## src/rtl/twdp_pkg.sv

```systemverilog
// Shared constants, payload types and stage bundles of the ternary-weight dot product.
`timescale 1ns / 1ps

package twdp_pkg;

	localparam int LANES     = 8;
	localparam int ACC_BITS  = 24;

	localparam int ACT_W     = 64;
	localparam int CODE_W    = 16;
	localparam int ACT_BITS  = 8;
	localparam int CODE_BITS = 2;
	localparam int SCALE_W   = 32;
	localparam int BIAS_W    = 32;
	localparam int DOT_W     = 24;
	localparam int RES_W     = 48;

	// lanes that actually fit inside both packed fields
	localparam int ACT_FIT   = ACT_W / ACT_BITS;
	localparam int CODE_FIT  = CODE_W / CODE_BITS;
	localparam int FIT_MIN   = (ACT_FIT < CODE_FIT) ? ACT_FIT : CODE_FIT;
	localparam int LANES_FIT = (LANES < FIT_MIN) ? LANES : FIT_MIN;

	localparam int TERM_W    = ACT_BITS + 1;
	localparam int ITEM_W    = $clog2(LANES * (1 << (ACT_BITS - 1)) + 1) + 1;
	localparam int SUM_W     = ACC_BITS + 1;
	localparam int PROD_W    = ACC_BITS + SCALE_W + 1;
	localparam int VAL_W     = PROD_W + 1;

	localparam logic [CODE_BITS-1:0] CODE_POS = 2'b01;
	localparam logic [CODE_BITS-1:0] CODE_NEG = 2'b11;

	typedef logic signed [TERM_W-1:0] term_t;

	typedef struct packed {
		logic [ACT_W-1:0]         act_lanes;
		logic [CODE_W-1:0]        weight_codes;
		logic [SCALE_W-1:0]       row_scale;
		logic signed [BIAS_W-1:0] col_bias;
		logic                     last;
	} item_t;

	typedef struct packed {
		logic signed [RES_W-1:0] result_value;
		logic signed [DOT_W-1:0] dot_sum;
		logic                    saturated;
	} result_t;

	// merged lane total and the end-of-row fields
	typedef struct packed {
		logic signed [ITEM_W-1:0] item_sum;
		logic                     last;
		logic [SCALE_W-1:0]       row_scale;
		logic signed [BIAS_W-1:0] col_bias;
	} merge_t;

	// finished accumulator value of one row
	typedef struct packed {
		logic signed [ACC_BITS-1:0] dot;
		logic                       clip;
		logic [SCALE_W-1:0]         row_scale;
		logic signed [BIAS_W-1:0]   col_bias;
	} row_t;

endpackage

```

## src/rtl/ternary_weight_dot_product_top.sv

```systemverilog
// Ternary-weight dot product: lane array, accumulator and scaled output.
// Throughput: one request per cycle unless stalled; non-last requests produce no result.
// A row's result passes the merge, accumulator, product and output registers.
// Every stage holds its own valid bit, so a waiting result does not block new requests
// until all stages behind it are full.
// Reset clears the running sum, the clip flag and all valid bits.
`timescale 1ns / 1ps

module ternary_weight_dot_product_top (
	input  logic              clk,
	input  logic              arst_n,
	input  logic              item_valid,
	output logic              item_stall,
	input  twdp_pkg::item_t   item,
	output logic              result_valid,
	input  logic              result_stall,
	output twdp_pkg::result_t result
);
	import twdp_pkg::*;

	logic   valid_s1;
	merge_t merge_s1;
	logic   free_s2;
	logic   valid_s2;
	row_t   row_s2;
	logic   free_s3;

	twdp_merge u_merge (
		.clk        (clk),
		.arst_n     (arst_n),
		.item_valid (item_valid),
		.item       (item),
		.item_stall (item_stall),
		.free_s2    (free_s2),
		.valid_s1   (valid_s1),
		.merge_s1   (merge_s1)
	);

	twdp_acc u_acc (
		.clk      (clk),
		.arst_n   (arst_n),
		.valid_s1 (valid_s1),
		.merge_s1 (merge_s1),
		.free_s2  (free_s2),
		.free_s3  (free_s3),
		.valid_s2 (valid_s2),
		.row_s2   (row_s2)
	);

	twdp_scale u_scale (
		.clk          (clk),
		.arst_n       (arst_n),
		.valid_s2     (valid_s2),
		.row_s2       (row_s2),
		.free_s3      (free_s3),
		.result_valid (result_valid),
		.result_stall (result_stall),
		.result       (result)
	);

endmodule

```

## src/rtl/twdp_lane.sv

```systemverilog
// One lane: signed activation times a ternary weight code.
`timescale 1ns / 1ps

module twdp_lane (
	input  logic [twdp_pkg::ACT_BITS-1:0]  act,
	input  logic [twdp_pkg::CODE_BITS-1:0] code,
	output twdp_pkg::term_t                term
);
	import twdp_pkg::*;

	term_t act_ext;

	assign act_ext = TERM_W'($signed(act));

	always_comb begin
		case (code)
			CODE_POS: term = act_ext;
			CODE_NEG: term = -act_ext;
			default:  term = '0;
		endcase
	end

endmodule

```

## src/rtl/twdp_merge.sv

```systemverilog
// Lane array, adder tree over the lane terms and the first pipeline register.
`timescale 1ns / 1ps

module twdp_merge (
	input  logic            clk,
	input  logic            arst_n,
	input  logic            item_valid,
	input  twdp_pkg::item_t item,
	output logic            item_stall,
	input  logic            free_s2,
	output logic            valid_s1,
	output twdp_pkg::merge_t merge_s1
);
	import twdp_pkg::*;

	term_t                    terms [LANES];
	logic signed [ITEM_W-1:0] total;
	logic                     free_s1;

	for (genvar i = 0; i < LANES; i++) begin : g_lane
		if (i < LANES_FIT) begin : g_fit
			twdp_lane u_lane (
				.act  (item.act_lanes[ACT_BITS*i +: ACT_BITS]),
				.code (item.weight_codes[CODE_BITS*i +: CODE_BITS]),
				.term (terms[i])
			);
		end else begin : g_off
			assign terms[i] = '0;
		end
	end

	always_comb begin
		total = '0;
		for (int i = 0; i < LANES; i++) begin
			total = total + ITEM_W'(terms[i]);
		end
	end

	assign free_s1    = !valid_s1 || free_s2;
	assign item_stall = !free_s1;

	always_ff @(posedge clk or negedge arst_n) begin
		if (!arst_n) begin
			valid_s1 <= 1'b0;
		end else if (free_s1) begin
			valid_s1 <= item_valid;
		end
	end

	always_ff @(posedge clk) begin
		if (free_s1 && item_valid) begin
			merge_s1.item_sum  <= total;
			merge_s1.last      <= item.last;
			merge_s1.row_scale <= item.row_scale;
			merge_s1.col_bias  <= item.col_bias;
		end
	end

endmodule

```

## src/rtl/twdp_acc.sv

```systemverilog
// Saturating running sum; hands the finished row on when the last chunk arrives.
`timescale 1ns / 1ps

module twdp_acc (
	input  logic             clk,
	input  logic             arst_n,
	input  logic             valid_s1,
	input  twdp_pkg::merge_t merge_s1,
	output logic             free_s2,
	input  logic             free_s3,
	output logic             valid_s2,
	output twdp_pkg::row_t   row_s2
);
	import twdp_pkg::*;

	localparam logic signed [ACC_BITS-1:0] ACC_MAX = {1'b0, {(ACC_BITS-1){1'b1}}};
	localparam logic signed [ACC_BITS-1:0] ACC_MIN = {1'b1, {(ACC_BITS-1){1'b0}}};

	logic signed [ACC_BITS-1:0] acc_q;
	logic                       clip_q;
	logic signed [SUM_W-1:0]    sum;
	logic signed [ACC_BITS-1:0] acc_sat;
	logic                       clip_now;
	logic                       take;

	assign free_s2 = !valid_s2 || free_s3;
	assign take    = valid_s1 && free_s2;

	always_comb begin
		sum      = SUM_W'(acc_q) + SUM_W'(merge_s1.item_sum);
		clip_now = 1'b0;
		acc_sat  = sum[ACC_BITS-1:0];
		if (sum > SUM_W'(ACC_MAX)) begin
			acc_sat  = ACC_MAX;
			clip_now = 1'b1;
		end else if (sum < SUM_W'(ACC_MIN)) begin
			acc_sat  = ACC_MIN;
			clip_now = 1'b1;
		end
	end

	always_ff @(posedge clk or negedge arst_n) begin
		if (!arst_n) begin
			acc_q    <= '0;
			clip_q   <= 1'b0;
			valid_s2 <= 1'b0;
		end else begin
			if (free_s2) begin
				valid_s2 <= take && merge_s1.last;
			end
			if (take) begin
				// clear for the next row once the last chunk is folded in
				if (merge_s1.last) begin
					acc_q  <= '0;
					clip_q <= 1'b0;
				end else begin
					acc_q  <= acc_sat;
					clip_q <= clip_q | clip_now;
				end
			end
		end
	end

	always_ff @(posedge clk) begin
		if (take && merge_s1.last) begin
			row_s2.dot       <= acc_sat;
			row_s2.clip      <= clip_q | clip_now;
			row_s2.row_scale <= merge_s1.row_scale;
			row_s2.col_bias  <= merge_s1.col_bias;
		end
	end

endmodule

```

## src/rtl/twdp_scale.sv

```systemverilog
// Row scale multiply, bias add with 48-bit saturation and the output register.
`timescale 1ns / 1ps

module twdp_scale (
	input  logic              clk,
	input  logic              arst_n,
	input  logic              valid_s2,
	input  twdp_pkg::row_t    row_s2,
	output logic              free_s3,
	output logic              result_valid,
	input  logic              result_stall,
	output twdp_pkg::result_t result
);
	import twdp_pkg::*;

	localparam logic signed [RES_W-1:0] RES_MAX = {1'b0, {(RES_W-1){1'b1}}};
	localparam logic signed [RES_W-1:0] RES_MIN = {1'b1, {(RES_W-1){1'b0}}};

	logic signed [PROD_W-1:0]   prod_s3;
	logic signed [BIAS_W-1:0]   bias_s3;
	logic signed [ACC_BITS-1:0] dot_s3;
	logic                       clip_s3;
	logic                       valid_s3;

	logic signed [PROD_W-1:0]   scale_ext;
	logic signed [VAL_W-1:0]    total;
	logic signed [RES_W-1:0]    total_sat;
	logic                       total_clip;
	logic                       free_out;

	assign free_out  = !result_valid || !result_stall;
	assign free_s3   = !valid_s3 || free_out;
	assign scale_ext = PROD_W'($signed({1'b0, row_s2.row_scale}));

	always_comb begin
		total      = VAL_W'(prod_s3) + VAL_W'(bias_s3);
		total_clip = 1'b0;
		total_sat  = total[RES_W-1:0];
		if (total > VAL_W'(RES_MAX)) begin
			total_sat  = RES_MAX;
			total_clip = 1'b1;
		end else if (total < VAL_W'(RES_MIN)) begin
			total_sat  = RES_MIN;
			total_clip = 1'b1;
		end
	end

	always_ff @(posedge clk or negedge arst_n) begin
		if (!arst_n) begin
			valid_s3     <= 1'b0;
			result_valid <= 1'b0;
		end else begin
			if (free_s3) begin
				valid_s3 <= valid_s2;
			end
			if (free_out) begin
				result_valid <= valid_s3;
			end
		end
	end

	always_ff @(posedge clk) begin
		if (free_s3 && valid_s2) begin
			prod_s3 <= PROD_W'(row_s2.dot) * scale_ext;
			bias_s3 <= row_s2.col_bias;
			dot_s3  <= row_s2.dot;
			clip_s3 <= row_s2.clip;
		end
		if (free_out && valid_s3) begin
			result.result_value <= total_sat;
			result.dot_sum      <= DOT_W'(dot_s3);
			result.saturated    <= clip_s3 | total_clip;
		end
	end

endmodule
```

## config.mk

```make
export PLATFORM = sky130hd
export DESIGN_NAME = ternary_weight_dot_product_top
export DESIGN_NICKNAME = d
export VERILOG_FILES = /design/src/rtl/twdp_pkg.sv /design/src/rtl/ternary_weight_dot_product_top.sv /design/src/rtl/twdp_lane.sv /design/src/rtl/twdp_merge.sv /design/src/rtl/twdp_acc.sv /design/src/rtl/twdp_scale.sv
export SDC_FILE = /design/constraint.sdc
export NUM_CORES = 2
export LEC_CHECK = 0
export ABC_AREA = 1
export ABC_CLOCK_PERIOD_IN_PS = 15100
export BUFFER_PORTS_ARGS = -buffer_cell sky130_fd_sc_hd__buf_2
export CELL_PAD_IN_SITES_DETAIL_PLACEMENT = 2
export CELL_PAD_IN_SITES_GLOBAL_PLACEMENT = 2
export CORE_AREA = 2 2 293 411
export CTS_BUF_LIST = sky130_fd_sc_hd__clkbuf_4 sky130_fd_sc_hd__clkbuf_8 sky130_fd_sc_hd__clkbuf_16
export DETAILED_ROUTE_END_ITERATION = 6
export DIE_AREA = 0 0 295 413
export PLACE_DENSITY = 0.94
export SYNTH_ARGS = -nofsm -noshare
export SYNTH_HDL_FRONTEND = slang
export SYNTH_HIERARCHICAL = 1
export SYNTH_SLANG_ARGS = --single-unit
```

## constraint.sdc

```tcl
create_clock -name clk -period 15.1 [get_ports clk]
set_clock_uncertainty 0.2 [all_clocks]
set_input_delay 0 -clock clk [delete_from_list [all_inputs] [get_ports clk]]
set_output_delay 0 -clock clk [all_outputs]
set_load 0.02 [all_outputs]
```

==> flow_metrics.py <==
metrics = {
    "outcome": {
        "status": "finished, violations left",
        "violations": "max-capacitance violations, max-slew violations",
    },
    "sta": {
        "slew_headroom": -0.0494,
        "timing.final.ws_setup_ps": 4850,
        "finalHoldViolCount": 0,
        "rsz0062_at_grt": "false",
        "period_needed_ps": 10250,
        "worstMarginPinSlew_ps": 1560,
        "setup_tns_ps": 0,
        "setup_violations": 0,
        "min_period_over_period": 0.679,
        "fmax_mhz": 97.5,
        "slew_viol_final": 4,
    },
    "cts": {
        "cts.sink_count": 382,
        "clockBufferDepth": 3,
        "clk_pin_slew_ps": 70,
        "cts_setup_buffers": 0,
        "htreeDepth": 2,
        "root_buffer": "clkbuf_16",
        "worstSkewPairLatency_ps": 780,
        "cts_buffers": 47,
        "cts_tree": "yes",
    },
    "routing": {
        "first_iter_violations": 5196,
        "wl_per_cell_um": 39.4,
        "drcViolationCount": 0,
        "drt_wl_total_um": 315000,
        "viasPerCell": 6.32,
        "vias": 50510,
        "drtPass1Iterations": 7,
        "ant_nets": 0,
    },
    "yosys": {
        "async_flop_share": 0.0759,
        "yosys_warnings": 6,
        "ys_seq_area_frac": 0.230,
        "synthDistinctLibCells": 56,
        "synth_edf_count": 353,
        "synthFlopType": "edfxtp_1",
        "syn_nets": 7208,
        "yosys_register_bits": 382,
        "synth_area_leaders": "fa_1 29%, edfxtp_1 22%, nand2_1 13%",
        "syn_area_mm2": 0.0493,
        "synthTopCellsByCount": "1739 x nand2_1, 1611 x inv_1, 717 x fa_1, 353 x edfxtp_1, 319 x ha_1",
        "netlist.area_leader.share": 0.291,
        "yosysMostFrequentCell": "nand2_1",
        "synth_top_cell_by_area": "fa_1",
        "synth.avg_cell_area_um2": 8.18,
        "synthCells": 6023,
    },
    "grt": {
        "grt_pass1_wl_um": 448000,
        "antenna_found_initial": 24,
        "grt_max_degree": 61,
        "first_global_vias": 59465,
        "grt_usage": 0.528,
        "grt_overflow_total": 0,
    },
    "finish": {
        "final_area_mm2": 0.0554,
        "areaGrowthSynthToFinish_pct": 12.3,
        "drive_gt1_frac": 0.0889,
        "fin_nets": 7526,
        "fillerInstances": 13102,
        "finalNonFillerCells": 7988,
    },
    "worst_setup_path": {
        "worst_setup_path_start_kind": "flip-flop",
        "end_kind": "flip-flop",
        "worstPathArrival_ps": 10630,
        "path_max_fanout": 24,
        "criticalPathCategory": "reg -> reg",
        "crit_required_ps": 15470,
    },
    "placement": {
        "pre_cts_ws_ps": 6420,
        "gp_congestion": 0.950,
        "portBuffers": 223,
        "hpwl_um": 188000,
        "place_inst": 7744,
        "dpl_cell_area_mm2": 0.0522,
    },
    "floorplanning": {
        "die_area_mm2": 0.122,
        "core_mm2": 0.118,
        "start_util": 0.416,
        "io_pins": 224,
        "rows": 150,
        "die_h_um": 413,
        "die_x_um": 295,
    },
    "job": {
        "maxCapViolCount": 1,
    },
    "worst_hold_path": {
        "hp-class": "in -> reg",
    },
}
[critical path, cell delays in order (launching register included)]
cell and delay [ps]:
edfxtp_1 1330, nand2_1 380, fa_1 680, inv_1 100
fa_1 580, inv_1 110, fa_1 510, fa_1 560
inv_1 90, fa_1 730, fa_1 680, inv_1 90
fa_1 520, inv_1 60, ha_1 370, nand2_1 170
nor2_1 390, nand2_1 360, o211ai_1 920, nand2_1 190
nand2_1 220, nand3_1 100, nand2_1 210, nand2_1 130
nand2_1 110, xor2_1 250
[final timing paths]
path,from,slack [ps],endpoint,cells past startpoint
setup / recovery,u_acc/row_s2[51]$_DFFE_PP_,4850,u_scale/prod_s3[43]$_DFFE_PP_,25
hold / removal,item[121],60,u_merge/merge_s1[65]$_DFFE_PP_,6
setup reg to reg,u_acc/row_s2[51]$_DFFE_PP_,4850,u_scale/prod_s3[43]$_DFFE_PP_,25
hold reg to reg,u_merge/merge_s1[47]$_DFFE_PP_,220,u_acc/row_s2[47]$_DFFE_PP_,0
max in group asynchronous,arst_n,14330,u_acc/acc_q[17]$_DFFE_PN0P_,4
min in group asynchronous,arst_n,160,u_acc/acc_q[11]$_DFFE_PN0P_,4
[kinds of logic (layout without fill, tap and decap cells)]
| family | count (synthesis) | after routing | share of synthesized area |
|---|---|---|---|
| buffers and inverters | 1796 | 2153 | 0.139 |
| other | 0 | 12 | 0 |
| XOR/XNOR | 127 | 127 | 0.0226 |
| AO/OA/AOI/OAI | 333 | 333 | 0.0383 |
| adder cells (fa/ha/maj) | 1036 | 1036 | 0.372 |
| AND/OR/NAND/NOR | 2349 | 2349 | 0.198 |
| flip-flops | 382 | 382 | 0.230 |
[metrics by stage]
step,utilization,hold WS (ps)
5_1_grt,0.467,40.3
6_report,0.467,60.2
4_1_cts,0.467,47.4
2_1_floorplan,-,-496
3_5_place_dp,0.441,-65.1
3_3_place_gp,0.441,-84.1
[metal layers]
layer | GRT usage | part of all wire | vias to the layer above
met3 | 0.257 | 0.11 | 2799
met2 | 0.806 | 0.45 | 4457
li1 | - | - | 18362
met4 | 0.619 | 0.15 | 38
met5 | 0.0436 | 0.0021 | -
met1 | 0.469 | 0.29 | 24854
[placed cells by master (no fill, tap or decap), types with 29 or more instances in the layout]
| cell | instances |
|---|---|
| dfrtp_1 | 29 |
| o21ai_0 | 72 |
| xor2_1 | 87 |
| nand3_1 | 118 |
| buf_4 | 56 |
| nand2_2 | 77 |
| a21oi_1 | 160 |
| clkbuf_16 | 47 |
| inv_1 | 1610 |
| nand2_1 | 1739 |
| buf_2 | 223 |
| xnor2_1 | 40 |
| edfxtp_1 | 353 |
| dlygate4sd3_1 | 141 |
| ha_1 | 319 |
| nor2_1 | 254 |
| nand4_1 | 36 |
| fa_1 | 717 |
[sequential cells by signal, summed over array words and instances, names as in the netlist]
register              count
u_scale/dot_s3           24
u_acc/valid_s2            1
u_acc/row_s2             89
u_scale/prod_s3          57
u_merge/merge_s1         77
u_merge/valid_s1          1
u_scale/valid_s3          1
u_scale/result           73
u_acc/clip_q              1
u_scale/bias_s3          32
u_scale/result_valid      1
u_acc/acc_q              24
u_scale/clip_s3           1
[final cells by class]
type / instances / area [um^2] / share of cell area
inverter: 1642 / 6170 / 0.111
clock inverter: 33 / 418 / 0.00755
sequential: 382 / 11300 / 0.205
clock buffer: 55 / 1250 / 0.0227
antenna: 12 / 30.0 / 0.000542
tap: 1596 / 2000 / 0.0361
timing repair buffer: 423 / 3020 / 0.0546
multi-input combinational: 3845 / 31100 / 0.563
[repair_timing]
action,CTS,global route
gates resized for setup,0,0
hold buffers,142,0
endpoints found under the setup margin,0,0
endpoints found under the hold margin,139,0
Power is not shown: default switching activity piles up to over one toggle a cycle in this logic, so the estimate is an artifact.
